--- src/bms_pkg.sv ---
package bms_pkg;

  localparam int unsigned SAMPLE_W    = 14;
  localparam int unsigned COUNT_OUT_W = 3;
  localparam int unsigned WEIGHT_W    = 4;
  // old*(10-w) + med*w + 5 peaks at 163835
  localparam int unsigned ACC_W       = 18;
  localparam int unsigned RECIP_W     = 16;
  localparam int unsigned PROD_W      = ACC_W + RECIP_W;
  localparam int unsigned RECIP_SHIFT = 19;

  localparam logic [WEIGHT_W-1:0] FULL_WEIGHT  = 4'd10;
  localparam logic [WEIGHT_W-1:0] RESET_WEIGHT = 4'd3;
  localparam logic [ACC_W-1:0]    ROUND_HALF   = 18'd5;
  // floor(x/10) == (x*52429) >> 19 for every x below 2**18
  localparam logic [RECIP_W-1:0]  RECIP_TEN    = 16'd52429;

  // what one cell hands to its right-hand neighbor
  typedef struct packed {
    logic                occ;
    logic                gt;
    logic [SAMPLE_W-1:0] val;
  } cell_link_t;

endpackage

--- src/bms_cell.sv ---
module bms_cell
  import bms_pkg::*;
(
  input  logic                clk_i,
  input  logic                rst_ni,
  input  logic                ins_i,
  input  logic                clr_i,
  input  logic [SAMPLE_W-1:0] sample_i,
  input  cell_link_t          left_i,
  output cell_link_t          right_o
);

  logic                occ_q, occ_d;
  logic [SAMPLE_W-1:0] val_q, val_d;
  logic                gt;
  logic                take;

  assign gt   = occ_q && (val_q > sample_i);
  // either shift right because the new sample lands to our left, or fill the
  // first empty slot
  assign take = ins_i && (gt || (!occ_q && left_i.occ));

  always_comb begin
    occ_d = occ_q;
    val_d = val_q;
    if (clr_i) begin
      occ_d = 1'b0;
    end else if (take) begin
      occ_d = 1'b1;
      val_d = left_i.gt ? left_i.val : sample_i;
    end
  end

  always_ff @(posedge clk_i or negedge rst_ni) begin
    if (!rst_ni) begin
      occ_q <= 1'b0;
    end else begin
      occ_q <= occ_d;
    end
  end

  always_ff @(posedge clk_i) begin
    val_q <= val_d;
  end

  assign right_o.occ = occ_q;
  assign right_o.gt  = gt;
  assign right_o.val = val_q;

endmodule

--- src/burst_median_smoother_unit.sv ---
// Channel    Dir  Signals                      Contents (lowest bit first)
// s_axis     in   tvalid/tready/tdata/tuser/   tdata: sample_q4[13:0], zero pad
//                 tlast                        tuser: sample_valid, tlast: burst_last
// m_axis     out  tvalid/tready/tdata/tuser    tdata: smoothed_q4, smoothed_tenths,
//                                              median_q4, accepted_count, pad
//                                              tuser: updated
// cfg        in   cfg_valid_i/cfg_ready_o/     new_weight_tenths[3:0]
//                 cfg_data_i
//
// A beat without tlast is sorted in place by the insertion cell chain; the next beat can follow it without a gap.
// A beat with tlast is followed by median select, multiply-add, reciprocal multiply
// and result load before the next beat is taken.
// Result load waits while the output register holds an untaken beat.
// After reset the sample store is empty, smoothed distance is zero, weight is 3.
module burst_median_smoother_unit
  import bms_pkg::*;
#(
  parameter int unsigned BURST_CAPACITY = 5
) (
  input  logic                clk_i,
  input  logic                rst_ni,
  input  logic                s_axis_tvalid,
  output logic                s_axis_tready,
  input  logic [15:0]         s_axis_tdata,  // sample_q4[13:0], pad
  input  logic                s_axis_tuser,  // sample_valid
  input  logic                s_axis_tlast,
  output logic                m_axis_tvalid,
  input  logic                m_axis_tready,
  output logic [47:0]         m_axis_tdata,  // smoothed_q4, smoothed_tenths,
                                             // median_q4, accepted_count, pad
  output logic                m_axis_tuser,  // updated
  input  logic                cfg_valid_i,
  output logic                cfg_ready_o,
  input  logic [WEIGHT_W-1:0] cfg_data_i
);

  localparam int unsigned CNT_W = $clog2(BURST_CAPACITY + 1);
  localparam int unsigned IDX_W = (BURST_CAPACITY > 1) ? $clog2(BURST_CAPACITY) : 1;

  typedef enum logic [2:0] {
    ST_IDLE,
    ST_MEDIAN,
    ST_MAC,
    ST_DIV,
    ST_OUT
  } state_e;

  state_e state_q;

  logic [WEIGHT_W-1:0]       weight_q;
  logic [SAMPLE_W-1:0]       smoothed_q;
  logic [SAMPLE_W-1:0]       med_q;
  logic [CNT_W-1:0]          cnt_q;
  logic [ACC_W-1:0]          acc_q;
  logic [PROD_W-1:0]         prod_q;
  logic [47:0]               tdata_q;
  logic                      tuser_q;
  logic                      m_tvalid_q;

  cell_link_t                link [BURST_CAPACITY+1];
  logic [BURST_CAPACITY-1:0] occ_vec;
  logic [SAMPLE_W-1:0]       cell_val [BURST_CAPACITY];
  logic                      in_fire;
  logic                      full;
  logic                      ins;
  logic                      clr;
  logic [CNT_W-1:0]          count;
  logic [IDX_W-1:0]          med_idx;
  logic [WEIGHT_W-1:0]       w_sat;
  logic [ACC_W-1:0]          acc_d;
  logic                      upd;
  logic                      out_free;
  logic [SAMPLE_W-1:0]       quot;
  logic [SAMPLE_W-1:0]       new_s;
  logic [ACC_W-1:0]          times_ten;
  logic [SAMPLE_W-1:0]       tenths;

  assign s_axis_tready = (state_q == ST_IDLE);
  assign in_fire       = s_axis_tvalid && s_axis_tready;
  assign full          = occ_vec[BURST_CAPACITY-1];
  assign ins           = in_fire && s_axis_tuser && (s_axis_tdata[SAMPLE_W-1:0] != '0)
                         && !full;
  assign clr           = (state_q == ST_MEDIAN);

  // left end of the chain: always occupied, never above the sample
  assign link[0] = '{occ: 1'b1, gt: 1'b0, val: '0};

  for (genvar i = 0; i < BURST_CAPACITY; i++) begin : g_cell
    bms_cell u_cell (
      .clk_i    (clk_i),
      .rst_ni   (rst_ni),
      .ins_i    (ins),
      .clr_i    (clr),
      .sample_i (s_axis_tdata[SAMPLE_W-1:0]),
      .left_i   (link[i]),
      .right_o  (link[i+1])
    );
    assign occ_vec[i]  = link[i+1].occ;
    assign cell_val[i] = link[i+1].val;
  end

  always_comb begin
    count = '0;
    for (int i = 0; i < BURST_CAPACITY; i++) begin
      count = count + CNT_W'(occ_vec[i]);
    end
  end

  assign med_idx = IDX_W'(count >> 1);
  assign w_sat   = (weight_q > FULL_WEIGHT) ? FULL_WEIGHT : weight_q;
  assign acc_d   = ACC_W'(smoothed_q) * ACC_W'(FULL_WEIGHT - w_sat)
                 + ACC_W'(med_q) * ACC_W'(w_sat) + ROUND_HALF;
  assign upd     = (cnt_q != '0);
  assign quot    = prod_q[RECIP_SHIFT +: SAMPLE_W];

  always_comb begin
    if (!upd) begin
      new_s = smoothed_q;
    end else if (smoothed_q == '0) begin
      new_s = med_q;
    end else begin
      new_s = quot;
    end
  end

  assign times_ten = {1'b0, new_s, 3'b000} + {3'b000, new_s, 1'b0};
  assign tenths    = times_ten[ACC_W-1:4];
  assign out_free  = !m_tvalid_q || m_axis_tready;

  always_ff @(posedge clk_i or negedge rst_ni) begin
    if (!rst_ni) begin
      state_q    <= ST_IDLE;
      m_tvalid_q <= 1'b0;
      tdata_q    <= '0;
      tuser_q    <= 1'b0;
      smoothed_q <= '0;
      weight_q   <= RESET_WEIGHT;
    end else begin
      if (cfg_valid_i) begin
        weight_q <= cfg_data_i;
      end
      if ((state_q == ST_OUT) && out_free) begin
        m_tvalid_q <= 1'b1;
      end else if (m_axis_tready) begin
        m_tvalid_q <= 1'b0;
      end
      case (state_q)
        ST_IDLE: begin
          if (in_fire && s_axis_tlast) begin
            state_q <= ST_MEDIAN;
          end
        end
        ST_MEDIAN: state_q <= ST_MAC;
        ST_MAC:    state_q <= ST_DIV;
        ST_DIV:    state_q <= ST_OUT;
        ST_OUT: begin
          if (out_free) begin
            tdata_q    <= {3'b000, COUNT_OUT_W'(cnt_q), med_q, tenths, new_s};
            tuser_q    <= upd;
            smoothed_q <= new_s;
            state_q    <= ST_IDLE;
          end
        end
        default: state_q <= ST_IDLE;
      endcase
    end
  end

  always_ff @(posedge clk_i) begin
    if (state_q == ST_MEDIAN) begin
      cnt_q <= count;
      med_q <= (count == '0) ? '0 : cell_val[med_idx];
    end
    if (state_q == ST_MAC) begin
      acc_q <= acc_d;
    end
    if (state_q == ST_DIV) begin
      prod_q <= PROD_W'(acc_q) * PROD_W'(RECIP_TEN);
    end
  end

  assign cfg_ready_o   = 1'b1;
  assign m_axis_tvalid = m_tvalid_q;
  assign m_axis_tdata  = tdata_q;
  assign m_axis_tuser  = tuser_q;

  // kept samples always fill the chain from the left
  a_occ_prefix: assert property (@(posedge clk_i) disable iff (!rst_ni)
    ((occ_vec + 1'b1) & occ_vec) == '0)
    else $error("cell occupancy is not a prefix");

  a_last_starts_finish: assert property (@(posedge clk_i) disable iff (!rst_ni)
    (s_axis_tvalid && s_axis_tready && s_axis_tlast) |=> (state_q == ST_MEDIAN))
    else $error("burst end did not start the median pass");

  a_chain_cleared: assert property (@(posedge clk_i) disable iff (!rst_ni)
    (state_q == ST_MEDIAN) |=> (occ_vec == '0))
    else $error("cell chain not cleared after burst end");

  a_result_from_out: assert property (@(posedge clk_i) disable iff (!rst_ni)
    $rose(m_tvalid_q) |-> $past(state_q == ST_OUT))
    else $error("result beat raised outside the load step");

endmodule

--- config.mk ---
export PLATFORM = sky130hd
export DESIGN_NAME = burst_median_smoother_unit
export DESIGN_NICKNAME = d
export VERILOG_FILES = /design/src/bms_pkg.sv /design/src/bms_cell.sv /design/src/burst_median_smoother_unit.sv
export SDC_FILE = /design/constraint.sdc
export NUM_CORES = 1
export LEC_CHECK = 0
export BUFFER_PORTS_ARGS = -buffer_cell sky130_fd_sc_hd__buf_2
export CAP_MARGIN = 20
export CORE_ASPECT_RATIO = 1.4
export CORE_MARGIN = 5
export CORE_UTILIZATION = 45
export DETAILED_ROUTE_END_ITERATION = 7
export GPL_TIMING_DRIVEN = 0
export PLACE_DENSITY = 0.61
export SYNTH_ARGS = -nofsm -noshare
export SYNTH_HDL_FRONTEND = slang
export SYNTH_SLANG_ARGS = --single-unit
--- constraint.sdc ---
create_clock -name clk_i -period 11.1 [get_ports clk_i]
set_input_delay 2.22 -clock clk_i [delete_from_list [all_inputs] [get_ports clk_i]]
set_output_delay 2.22 -clock clk_i [all_outputs]
set_load 0.01 [all_outputs]
# --- Word level (Yosys, flattened, before mapping) ---
# Cells that the tools add are included.
word_totals:
  ff_bits: 211
  latch_bits: 0
  ramBits: 0
  romBits: 0
  n_memories: 0
classes:
  add_sub_neg: 8
  multipliers: 3
  div: 0
  order_cmp: 7
  n_eq_ne: 6
  shift: 0
  n_mux: 25
  bitwise_logic: 2
  reduce_logical: 50
ops:
  columns: ["operator", "count"]
  rows:
  - ["$mux 14", 8]
  - ["$gt 14x14->1", 5]
  - ["$bmux 14 s3", 1]
  - ["$mul 18x16->33 const B", 1]
  - ["$logic_and 1x1->1", 20]
  - ["$add 17x15->18", 1]
  - ["$add 18x18->18", 1]
  - ["$add 18x3->18 const B", 1]
  - ["$mul 14x4->18", 1]
  - ["$mul 15x5->18", 1]
  - ["$pmux 3 s5", 1]
  - ["$logic_not 14->1", 1]
  - ["$reduce_and 2->1", 7]
  - ["$reduce_bool 14->1", 1]
  - ["$mux 1", 12]
  - ["$reduce_bool 2->1", 6]
  - ["$add 3x1->3", 2]
  - ["$eq 3x2->1 const B", 2]
  - ["$logic_not 1->1", 6]
  - ["$logic_not 3->1", 2]
  - ["$logic_or 1x1->1", 6]
  - ["$mux 3", 2]
  - ["$sub 4x4->5 const A", 1]
  - ["$ge 4x4->1 const B", 1]
  - ["other kinds (11)", 11]

# --- Longest topological paths before layout ---
depth:
  ltp_word: 8
  mapped_depth: 27
  ltp_nobuf: 24

# --- Modules after synthesis ---
# A second synthesis with hierarchy kept.
unflattened:
  hier_cells: 1810
  hier_area_um2: 18542.8
by_module_without_submodules:
  columns: ["module", "n_inst", "cells_each", "area_per_inst_um2", "seq_area_each_um2"]
  rows:
  - ["burst_median_smoother_unit", 1, 1300, 13550.5, 2825.2]
  - ["bms_cell", 5, 102, 998.5, 445.4]

# --- Least setup slack after synthesis ---
# OpenSTA, ideal clock, no wires.
synth_timing:
  path_kind: "reg-to-reg"
  from: "register weight_q[3]"
  to: "register acc_q[16] (data pin)"
  setup_time_ns: 0.257
  arrival_ns: 6.314
  setup_slack_ns: 4.529
  stages_incl_launch_ff: 27
  path_buffers: 3
  path_cell_list: "dfrtp_1 -> clkbuf_1 -> o21ai_0 -> and2_1 -> clkbuf_1 -> clkbuf_1 -> ha_1 -> nand2_1 -> or2_2 -> fa_1 -> inv_1 -> fa_1 -> fa_1 -> fa_1 -> inv_1 -> fa_1 -> inv_1 -> ha_1 -> inv_1 -> o21bai_1 -> a21oi_1 -> o2111ai_1 -> a31oi_1 -> nor2b_1 -> o21a_1 -> o41a_1 -> xor2_1"
synth_via:
  elab_chain_len: 6
synth_lines:
  columns: ["item", "line", "text"]
  rows:
  - ["start, declared", "burst_median_smoother_unit.sv:50", "logic [WEIGHT_W-1:0] weight_q;"]
  - ["start signal, assigned", "burst_median_smoother_unit.sv:140", "weight_q <= cfg_data_i;"]
  - ["$gt 4x4->1", "burst_median_smoother_unit.sv:110", "assign w_sat = (weight_q > FULL_WEIGHT) ? FULL_WEIGHT : weight_q;"]
  - ["$mux 4 *", "burst_median_smoother_unit.sv:110", null]
  - ["$sub 4x4->5", "burst_median_smoother_unit.sv:111", "assign acc_d = ACC_W'(smoothed_q) * ACC_W'(FULL_WEIGHT - w_sat)"]
  - ["$mul 15x5->18", "burst_median_smoother_unit.sv:111", null]
  - ["$add 18x18->18 *", "burst_median_smoother_unit.sv:112", "+ ACC_W'(med_q) * ACC_W'(w_sat) + ROUND_HALF;"]
  - ["$add 18x3->18 *", "burst_median_smoother_unit.sv:112", null]
  - ["via acc_d[16]", "burst_median_smoother_unit.sv:70", "logic [ACC_W-1:0] acc_d;"]
  - ["end signal, assigned", "burst_median_smoother_unit.sv:175", "acc_q <= acc_d;"]
  - ["end, declared", "burst_median_smoother_unit.sv:54", "logic [ACC_W-1:0] acc_q;"]
# Mark *: on every way through the listed nets, which the timed path passes. The rest lies on a longest branch.
# A chain may end at the register's enable or synchronous reset.

# --- Worst setup path after layout ---
# Same ends and word-level chain as after synthesis.

==> impl_table.tex <==
\begin{tabular}{lr}
\hline
Metric & Value \\
\hline
\multicolumn{2}{l}{\textbf{Detailed routing}} \\
1st-iter DRT viols & 324 \\
Total wire length & 41800 um \\
Routed via count & 11411 \\
Final ANT Viol Nets & 0 \\
Wire length per cell after detailed routing & 19.6 um \\
Mean number of vias per cell & 5.34 \\
Length of the first detailed-routing pass in iterations & 5 \\
Drt drc & 0 \\
\multicolumn{2}{l}{\textbf{Setup path}} \\
Ordered cell list for the critical path & clkbuf\_1, o21ai\_0, and2\_1, clkbuf\_1, clkbuf\_1, ha\_1, xor2\_1, clkbuf\_1, nand2\_1, fa\_1, inv\_1, fa\_1, fa\_1, fa\_1, ha\_1, ha\_1, a21oi\_1, o2111ai\_1, a31oi\_1, nor2b\_1, o21a\_1, o41a\_1, xor2\_1 \\
Endpoint arrival time on the critical path & around 8 ns \\
Kind of end point of the critical path & flop \\
Startpoint types & flop \\
Critical path peak fanout & 10 \\
Worst r2r path cells & 23 \\
Worst R2R Setup Slack & 3.37 ns \\
Count of buffer and inverter cells on the critical path & 5 \\
Slowest stage delay, CP & 0.56 ns \\
Kind of cell adding the most delay to the critical path & adder cells \\
Worst reg2reg path startpoint & weight\_q[3] \\
Terminus of the critical flop-to-flop path & acc\_q[16] \\
Critical-path top delay cell & sky130\_fd\_sc\_hd\_\_fa\_1 \\
Worst EP required & 11.34 ns \\
Start-to-end type of the worst setup path & reg2reg \\
\multicolumn{2}{l}{\textbf{Die}} \\
Core box area & 0.0375 sq mm \\
Die area & about 0.042 sq mm \\
Cell Rows & 84 \\
Width of the die & 174 um \\
Initial core utilization & between 40\% and 50\% \\
Overall die height & 240 um \\
IO Pins & 79 \\
\multicolumn{2}{l}{\textbf{Final layout}} \\
Number of nets in the layout & 2113 \\
Share of final-layout standard cells stronger than drive strength 1 & 11.5\% \\
Commonest non-fill, non-tap cell in the layout & sky130\_fd\_sc\_hd\_\_inv\_1 \\
Number of inserted diodes & 0 \\
Commonest cells after routing, fill and taps aside & sky130\_fd\_sc\_hd\_\_inv\_1 (252), sky130\_fd\_sc\_hd\_\_ha\_1 (246), sky130\_fd\_sc\_hd\_\_fa\_1 (189) \\
Synth-to-layout area growth & 9.52\% \\
\multicolumn{2}{l}{\textbf{Logic synthesis}} \\
Total number of yosys warnings & 0 \\
Cells after synthesis & 1555 \\
Leading cell types by total area after synthesis & sky130\_fd\_sc\_hd\_\_fa\_1 (22\%), sky130\_fd\_sc\_hd\_\_edfxtp\_1 (19\%), sky130\_fd\_sc\_hd\_\_ha\_1 (18\%) \\
Mean cell area of the mapped netlist & 11.0 sq um \\
Synth async-reset ratio & between 30\% and 40\% \\
Post-synthesis cell type count & 61 \\
Top-area cell type share of the netlist area & $\sim$22\% \\
Post-synthesis instance area & 0.0170 sq mm \\
Number of register bits inferred by synthesis & 164 \\
EDFF count, synth & 105 \\
Share of synthesized area occupied by flip-flops and latches & a little over a quarter \\
Area leader, netlist & sky130\_fd\_sc\_hd\_\_fa\_1 \\
Most common flop cell mapped by yosys & sky130\_fd\_sc\_hd\_\_edfxtp\_1 \\
\multicolumn{2}{l}{\textbf{Run}} \\
Max-cap violation count & 0 \\
\multicolumn{2}{l}{\textbf{Clocking}} \\
Number of resized instances in the post-cts repair step & 0 \\
Maximum level of the CTS H-tree & 4 \\
Buffer levels on the longest clock path & 2 \\
Post-CTS clock slew at the launch and capture registers of the worst setup and hold paths & approximately 0.070 ns \\
Cts hold-fix bufs & 0 \\
CTS sink cnt & roughly 160 \\
CTS tree & built \\
Buffers inserted during post-CTS setup optimization & 0 \\
Number of CTS-inserted buffers & 17 \\
Clock latency reported for the late side of the worst-skew pair & around 0.44 ns \\
Clock tree root buffer cell & sky130\_fd\_sc\_hd\_\_clkbuf\_16 \\
\multicolumn{2}{l}{\textbf{STA}} \\
Final critical-path share of the clock period & 69.6\% \\
Pins Over Slew Limit & 0 \\
Final Hold Fails & 0 \\
Remaining max-slew budget at the tightest pin & between 20\% and 30\% \\
Setup repair after global routing missed its margin & no \\
Max Clock Skew & 0.0121 ns \\
Fmax & 0.129 GHz \\
Final setup violation count & 0 \\
Worst-Margin Slew & 1.05 ns \\
Clock period minus worst slack & 7.73 ns \\
Sum of negative setup slack & 0 ns \\
\multicolumn{2}{l}{\textbf{Placed design}} \\
Number of input and output port buffers inserted & 72 \\
Placed wire-length estimate & 35900 um \\
Gpl congestion & roughly 0.94 \\
\multicolumn{2}{l}{\textbf{GRT}} \\
Maximum number of pins on one net before global-route repair & 38 \\
Overall track demand over capacity in global routing & 20.7\% \\
Vias in the first global route & 12583 \\
Wire length of the first global-routing pass & 66600 um \\
Remaining global-route overflow & 0 \\
Number of antenna violations at the first check in global routing & 0 \\
\multicolumn{2}{l}{\textbf{Worst hold path}} \\
Worst hold path startpoint & m\_axis\_tdata[27] \\
Hold/Removal Path Class & reg2reg \\
Instance count along the most critical hold path & 2 \\
Hold worst-path end & m\_axis\_tdata[27] \\
\multicolumn{2}{l}{\textbf{Outcome}} \\
Result of the run & complete, no violations \\
\hline
\end{tabular}
## layout make-up
cell class	count	area [sq um]
buffer	44	205
clock buffer	24	536
clock inverter	8	83.8
fill	3454	18900
inverter	252	946
multi-input combinational	1097	11300
sequential	164	4630
tap	473	592
timing repair buffer	75	395
## cells in the mapped netlist, drive strengths merged, types with 3 or more instances
master  number
inv        252
and4         5
mux2        63
o221ai       4
ha         246
a21o        32
o21ai       45
edfxtp     105
a221oi      15
nor2b       15
nor3        11
o21a        12
a21oi       63
a31oi        3
a211oi       7
nand2b      23
nor4         6
xnor2       32
fa         189
nand4       15
and2        49
or2          6
nor2        42
nand2       98
mux2i       29
dfrtp       57
nand3       14
clkbuf      29
a31o         3
buf         15
xor2        16
and3        18
o31ai        4
o21bai       4
## state kept, by name, summed over array words and instances, names as in the netlist
signal,count
m_axis_tuser,1
g_cell.u_cell.occ_q,5
m_axis_tvalid,1
g_cell.u_cell.val_q,56
cnt_q,3
weight_q,4
prod_q,14
state_q,3
smoothed_q,13
m_axis_tdata,32
acc_q,18
med_q,14
## cells by family (layout without fill, tap and decap cells)
group / count (synthesis) / count (layout) / synth area share (%)
multiplexers: 92 / 92 / 6.09
AND/OR/NAND/NOR: 309 / 309 / 9.30
flip-flops: 164 / 164 / 27.2
adder cells (fa/ha/maj): 435 / 435 / 40.3
buffers and inverters: 296 / 403 / 6.76
AO/OA/AOI/OAI: 209 / 209 / 7.89
other: 2 / 4 / 0.0441
XOR/XNOR: 48 / 48 / 2.47
## routing by layer
metal / vias to the layer above / track usage [%] / routed length [um] / share of wire, %
li1: 5437 / - / - / -
met1: 5674 / 21.2 / 15000 / 36
met2: 213 / 41.3 / 23700 / 57
met3: 87 / 2.83 / 1260 / 3.0
met4: 0 / 9.05 / 1880 / 4.5
met5: - / 0 / 0 / 0
## tightest hold or removal path, delay by kind of cell (launching register included)
family | cells | cell delay, ns
DFF | 1 | 0.34
AOI/OAI and AO/OA | 1 | 0.06
and+or+nand+nor | 1 | 0.04
## per-stage QoR
| stage | std cells | instance area, sq um | setup WS [ns] | hold slack (ns) | utilization (%) |
|---|---|---|---|---|---|
| finish | 2137 | 18700 | 3.37 | 0.482 | 49.7 |
| global route | 2137 | 18700 | 2.97 | 0.508 | 49.7 |
| detailed placement | 2105 | 18000 | 3.37 | 0.469 | 48.1 |
| CTS | 2137 | 18700 | 3.29 | 0.484 | 49.7 |
| global placement | 2102 | 18000 | 3.40 | 0.466 | 48.0 |
| floorplan | 1557 | 17000 | 4.53 | 0.473 | - |
## worst max-delay path by stage
stage                 to        start  slack, ns  cells after the start
3_3_place_gp   acc_q[16]  weight_q[3]       3.40                     26
3_5_place_dp   acc_q[16]  weight_q[3]       3.37                     23
2_1_floorplan  acc_q[16]  weight_q[3]       4.53                     26
4_1_cts        acc_q[16]  weight_q[3]       3.29                     23
6_report       acc_q[16]  weight_q[3]       3.37                     23
5_1_grt        acc_q[16]  weight_q[3]       2.97                     26
Power is not shown: default switching activity piles up to over one toggle a cycle in this logic, so the estimate is an artifact.
